File: config.mk
export PLATFORM = sky130hd
export DESIGN_NAME = p2rgb_pack
export DESIGN_NICKNAME = d
export VERILOG_FILES = /design/src/rtl/assert_macros.svh /design/src/rtl/p2rgb_pkg.sv /design/src/rtl/p2rgb_pack.sv
export SDC_FILE = /design/constraint.sdc
export NUM_CORES = 1
export LEC_CHECK = 0
export BUFFER_PORTS_ARGS = -buffer_cell sky130_fd_sc_hd__buf_2
export CAP_MARGIN = 20
export CELL_PAD_IN_SITES_DETAIL_PLACEMENT = 1
export CELL_PAD_IN_SITES_GLOBAL_PLACEMENT = 2
export CORE_MARGIN = 2
export CORE_UTILIZATION = 30
export DETAILED_ROUTE_END_ITERATION = 8
export GPL_ROUTABILITY_DRIVEN = 0
export MAX_ROUTING_LAYER = met4
export PLACE_DENSITY_LB_ADDON = 0.1
export SYNTH_ARGS = -nofsm -noshare
export SYNTH_HDL_FRONTEND = slang
export SYNTH_SLANG_ARGS = --single-unit
File: constraint.sdc
create_clock -name vclk -period 5.94
set_input_delay 0.891 -clock vclk [all_inputs]
set_output_delay 0.891 -clock vclk [all_outputs]
set_load 0.01 [all_outputs]
File: src/rtl/assert_macros.svh
// Assertion macros shared by the RTL of the palette to packed RGB unit.
// Each macro expects the including module to have ports named clock and reset.
`ifndef ASSERT_MACROS_SVH
`define ASSERT_MACROS_SVH

// Same-cycle implication, inactive while reset is high.
`define P2R_ASSERT_NOW(lbl, lhs, rhs, msg) \
   lbl: assert property (@(posedge clock) disable iff (reset) (lhs) |-> (rhs)) \
      else $error(msg);

// Next-cycle implication, inactive while reset is high.
`define P2R_ASSERT_NEXT(lbl, lhs, rhs, msg) \
   lbl: assert property (@(posedge clock) disable iff (reset) (lhs) |=> (rhs)) \
      else $error(msg);

`endif

File: src/rtl/p2rgb_pkg.sv
// Package for the palette to packed RGB unit: channel format types, codes,
// reset masks and the mask decode and channel placement functions. No dependencies.
`default_nettype none

package p2rgb_pkg;

   localparam int unsigned CHAN_BITS  = 8;
   localparam int unsigned MASK_BITS  = 16;
   localparam int unsigned COLOR_BITS = 24;

   // Input beat kinds, carried on req_tuser.
   localparam logic ACTION_WRITE   = 1'b0;
   localparam logic ACTION_CONVERT = 1'b1;

   // Configuration register indexes.
   localparam logic [1:0] CSR_RED_MASK   = 2'd0;
   localparam logic [1:0] CSR_GREEN_MASK = 2'd1;
   localparam logic [1:0] CSR_BLUE_MASK  = 2'd2;

   // Reset masks give the 5-6-5 layout.
   localparam logic [MASK_BITS-1:0] RED_MASK_RESET   = 16'hF800;
   localparam logic [MASK_BITS-1:0] GREEN_MASK_RESET = 16'h07E0;
   localparam logic [MASK_BITS-1:0] BLUE_MASK_RESET  = 16'h001F;

   // Decoded form of one channel mask: bit position and clamped width (0 to 8).
   typedef struct packed {
      logic [3:0] pos;
      logic [3:0] width;
   } chan_fmt_type;

   typedef struct packed {
      chan_fmt_type red;
      chan_fmt_type green;
      chan_fmt_type blue;
   } pixel_fmt_type;

   // Position is the count of trailing zeros; width is the run of ones above it,
   // looked at over eight bits only, which clamps it to eight.
   function automatic chan_fmt_type decode_mask(input logic [MASK_BITS-1:0] mask);
      chan_fmt_type          fmt;
      logic [MASK_BITS-1:0]  shifted;
      fmt.pos   = 4'd0;
      fmt.width = 4'd8;
      for (int i = MASK_BITS - 1; i >= 0; i--) begin
         if (mask[i]) begin
            fmt.pos = 4'(i);
         end
      end
      shifted = mask >> fmt.pos;
      for (int i = CHAN_BITS - 1; i >= 0; i--) begin
         if (!shifted[i]) begin
            fmt.width = 4'(i);
         end
      end
      return fmt;
   endfunction

   // Keeps the top bits of an 8-bit channel and moves them to their place.
   function automatic logic [MASK_BITS-1:0] place_channel(input logic [CHAN_BITS-1:0] chan,
                                                          input chan_fmt_type         fmt);
      logic [CHAN_BITS-1:0] kept;
      kept = chan >> (4'd8 - fmt.width);
      return {8'd0, kept} << fmt.pos;
   endfunction

endpackage

`default_nettype wire

File: src/rtl/p2rgb_pack.sv
// Packs a 24-bit palette colour into a 16-bit pixel under the decoded channel formats.
// Depends on p2rgb_pkg.
`default_nettype none

module p2rgb_pack
   import p2rgb_pkg::*;
(
   input  wire logic [COLOR_BITS-1:0] colour,
   input  wire pixel_fmt_type         fmt,
   output logic      [MASK_BITS-1:0]  pixel
);

   logic [MASK_BITS-1:0] red_part;
   logic [MASK_BITS-1:0] green_part;
   logic [MASK_BITS-1:0] blue_part;

   // Place each channel, then add them; carries out of bit 15 are dropped.
   always_comb begin
      red_part   = place_channel(colour[23:16], fmt.red);
      green_part = place_channel(colour[15:8],  fmt.green);
      blue_part  = place_channel(colour[7:0],   fmt.blue);
      pixel      = red_part + green_part + blue_part;
   end

endmodule

`default_nettype wire

==> results.cfg <==
[status]
run_status = complete, no violations

[setup_path]
crit_path_max_incr_delay_ns = 0.57
worst_ep_required_time_ns = 5.05
worstSetupStartpointType = input pin
path_cells = buf_2, buf_4, o31a_1, or2_4, a2111oi_4, a21oi_2, buf_4, mux2i_4, mux2_4, nand2_1, fa_1, inv_1, ha_4, o21a_1, o31a_1, o211ai_1, nand2_1, and4_4, nor3_4, o31ai_2, xnor3_1, buf_2
worstSetupPathType = in2out
critPathMaxFanout = 4
path_buf_inv = 5
top_family_by_delay_on_critical_path = compound AO/OA/AOI/OAI gates
cp_data_arrival_time_ns = 5.04
cpMaxStageDelayCell = sky130_fd_sc_hd__fa_1
critical_path_sink_type = primary output

[worst_hold_path]
min_delay_worst_endpoint = pixel[0]
worst_hold_path.num_cells = 4
worstHoldStart = fmt[23]
hp-class = in2out

[layout]
design_area_um2 = 5030
layout_commonest_cell = sky130_fd_sc_hd__buf_4
num-fill-cells = 1321
antenna-diode-count = 0
sequential_cell_area_um2 = 0
layoutNonFillerInstCount = 736
area.growth.synth_to_final_pct = 49.2
final_layout_size_suffix_gt1_frac = 0.480
area_of_the_multi_input_gates_um2 = 3530
n_clock_buffer = 0
fin_nets = 679
highest_count_cells_in_the_layout_ignoring_fill_and_taps = 103 x sky130_fd_sc_hd__buf_4, 60 x sky130_fd_sc_hd__buf_2, 41 x sky130_fd_sc_hd__nand2_1
nFlopsAndLatches = 0

[timing]
grt_setup_unrepaired = yes
finalMaxSlewViolations = 0
timing.max_slew.rel_slack = 0.630
timing.final.hold_violations = 0
final_min_period_over_clock_period = 0.999
finalSetupViolations = 0
timing.fmax_mhz = 169
post-route-min-period_ns = 5.93
tns_ns = 0
tightest_slew_ns = 0.551

[floorplanning]
floorplan.rows = 38
core_region_area_um2 = 10900
floorplan.initialDensity = 0.310
dieArea_um2 = 12100
floorplan.io_pins = 64
chipHeight_um = 110
die_x_um = 110

[detailed_routing]
drt_wl_total_um = 11800
avgRoutedWirePerCell_um = 16.0
first_iter_violations = 109
antenna_violating_nets_post_route = 0
route.detailed.vias_per_inst = 5.28
drt_first_pass_iters = 4
drc_errors = 0
via_count = 3887

[placed_design]
dp.cells = 715
place_area_um2 = 4370
numPortBuffers = 64
hpwl_um = 9260

[global_routing]
grt_usage = 0.188
global_route.overflow_total = 0
antenna_found_initial = 0
first_pass_grt_wire_length_um = 18200
largest_net_degree_at_the_start_of_global_routing = 20
via_count_of_the_first_global_routing_pass = 3853

[logic_synthesis]
post_synth.cell_area_avg_um2 = 7.45
mappedNetlistNets = 534
postSynthCellCount = 453
synth_warnings = 0
netlist-cell-type-count = 68
syn-cell-area_um2 = 3370
ys_seq_area_frac = 0

[pwr]
leakage_nw = 2.26
power_per_cell_area_nw_per_um2 = 107
vdd_ir_drop_max_v = 0.0000402

[flow_run]
maxCapViolCount = 0

[cts]
cts.hold.buffers_added = 0
## synth_stat cells (all sizes together), types with 12 or more instances
cell type  instances  area share
nor3              25       0.037
fa                16       0.095
o21ai             29       0.043
xnor2             14       0.039
ha                17       0.063
nor2              30       0.033
inv               43       0.048
clkbuf            20       0.029
a21oi             23       0.034
nand2             42       0.047
mux2              15       0.051
or3               12       0.026
mux2i             37        0.11
## layout make-up
cell class | instances | area share
repair buffers | 170 | 0.230
inverters | 44 | 0.0343
well taps | 140 | 0.0348
multi-input cells | 382 | 0.701
## layer usage
metal  share of wire  wire length, um  track usage
met5               0                0            -
met4          0.0032               38            0
met3           0.020              231            0
met2            0.52             6180        0.348
met1            0.45             5340        0.246
## cell families after synthesis
family / Yosys count / share of synthesized area
AOI/OAI and AO/OA: 107 / 0.213
xor gates and xnor gates: 20 / 0.0582
adders and majority gates: 33 / 0.158
buffers and inverters: 71 / 0.0931
muxes: 63 / 0.240
and+or+nand+nor: 159 / 0.238
## worst max path at each step
stage          cells past startpoint        end    from
5_1_grt                           21  pixel[14]  fmt[8]
4_1_cts                           21  pixel[15]  fmt[8]
3_5_place_dp                      21  pixel[15]  fmt[8]
6_report                          22  pixel[15]  fmt[9]
3_3_place_gp                      21  pixel[15]  fmt[8]
2_1_floorplan                     24  pixel[15]  fmt[0]
## stage by stage
step,hold WS (ns),setup slack [ns],util,total power [W]
6_report,2.55,0.00574,0.462,0.000538
5_1_grt,2.61,-0.191,0.462,0.000594
4_1_cts,2.56,-0.00589,0.421,0.000484
3_5_place_dp,2.56,-0.496,0.401,0.000459
3_3_place_gp,2.54,-0.423,0.401,0.000451
2_1_floorplan,2.30,0.0216,-,0.000284
## repair_timing
action | CTS | global route
gates resized for setup | 45 | 79
setup endpoints to repair | 8 | 9
hold endpoints to repair | 0 | 0
buffers inserted | 6 | 18
pin swaps | 10 | 48
## power by group
group | internal [W] | switching (W) | total [W]
registers | 0 | 0 | 0
clock network | 0 | 0 | 0
logic | 0.000267 | 0.000271 | 0.000538
Note: power is estimated with default switching activity, not from simulation.
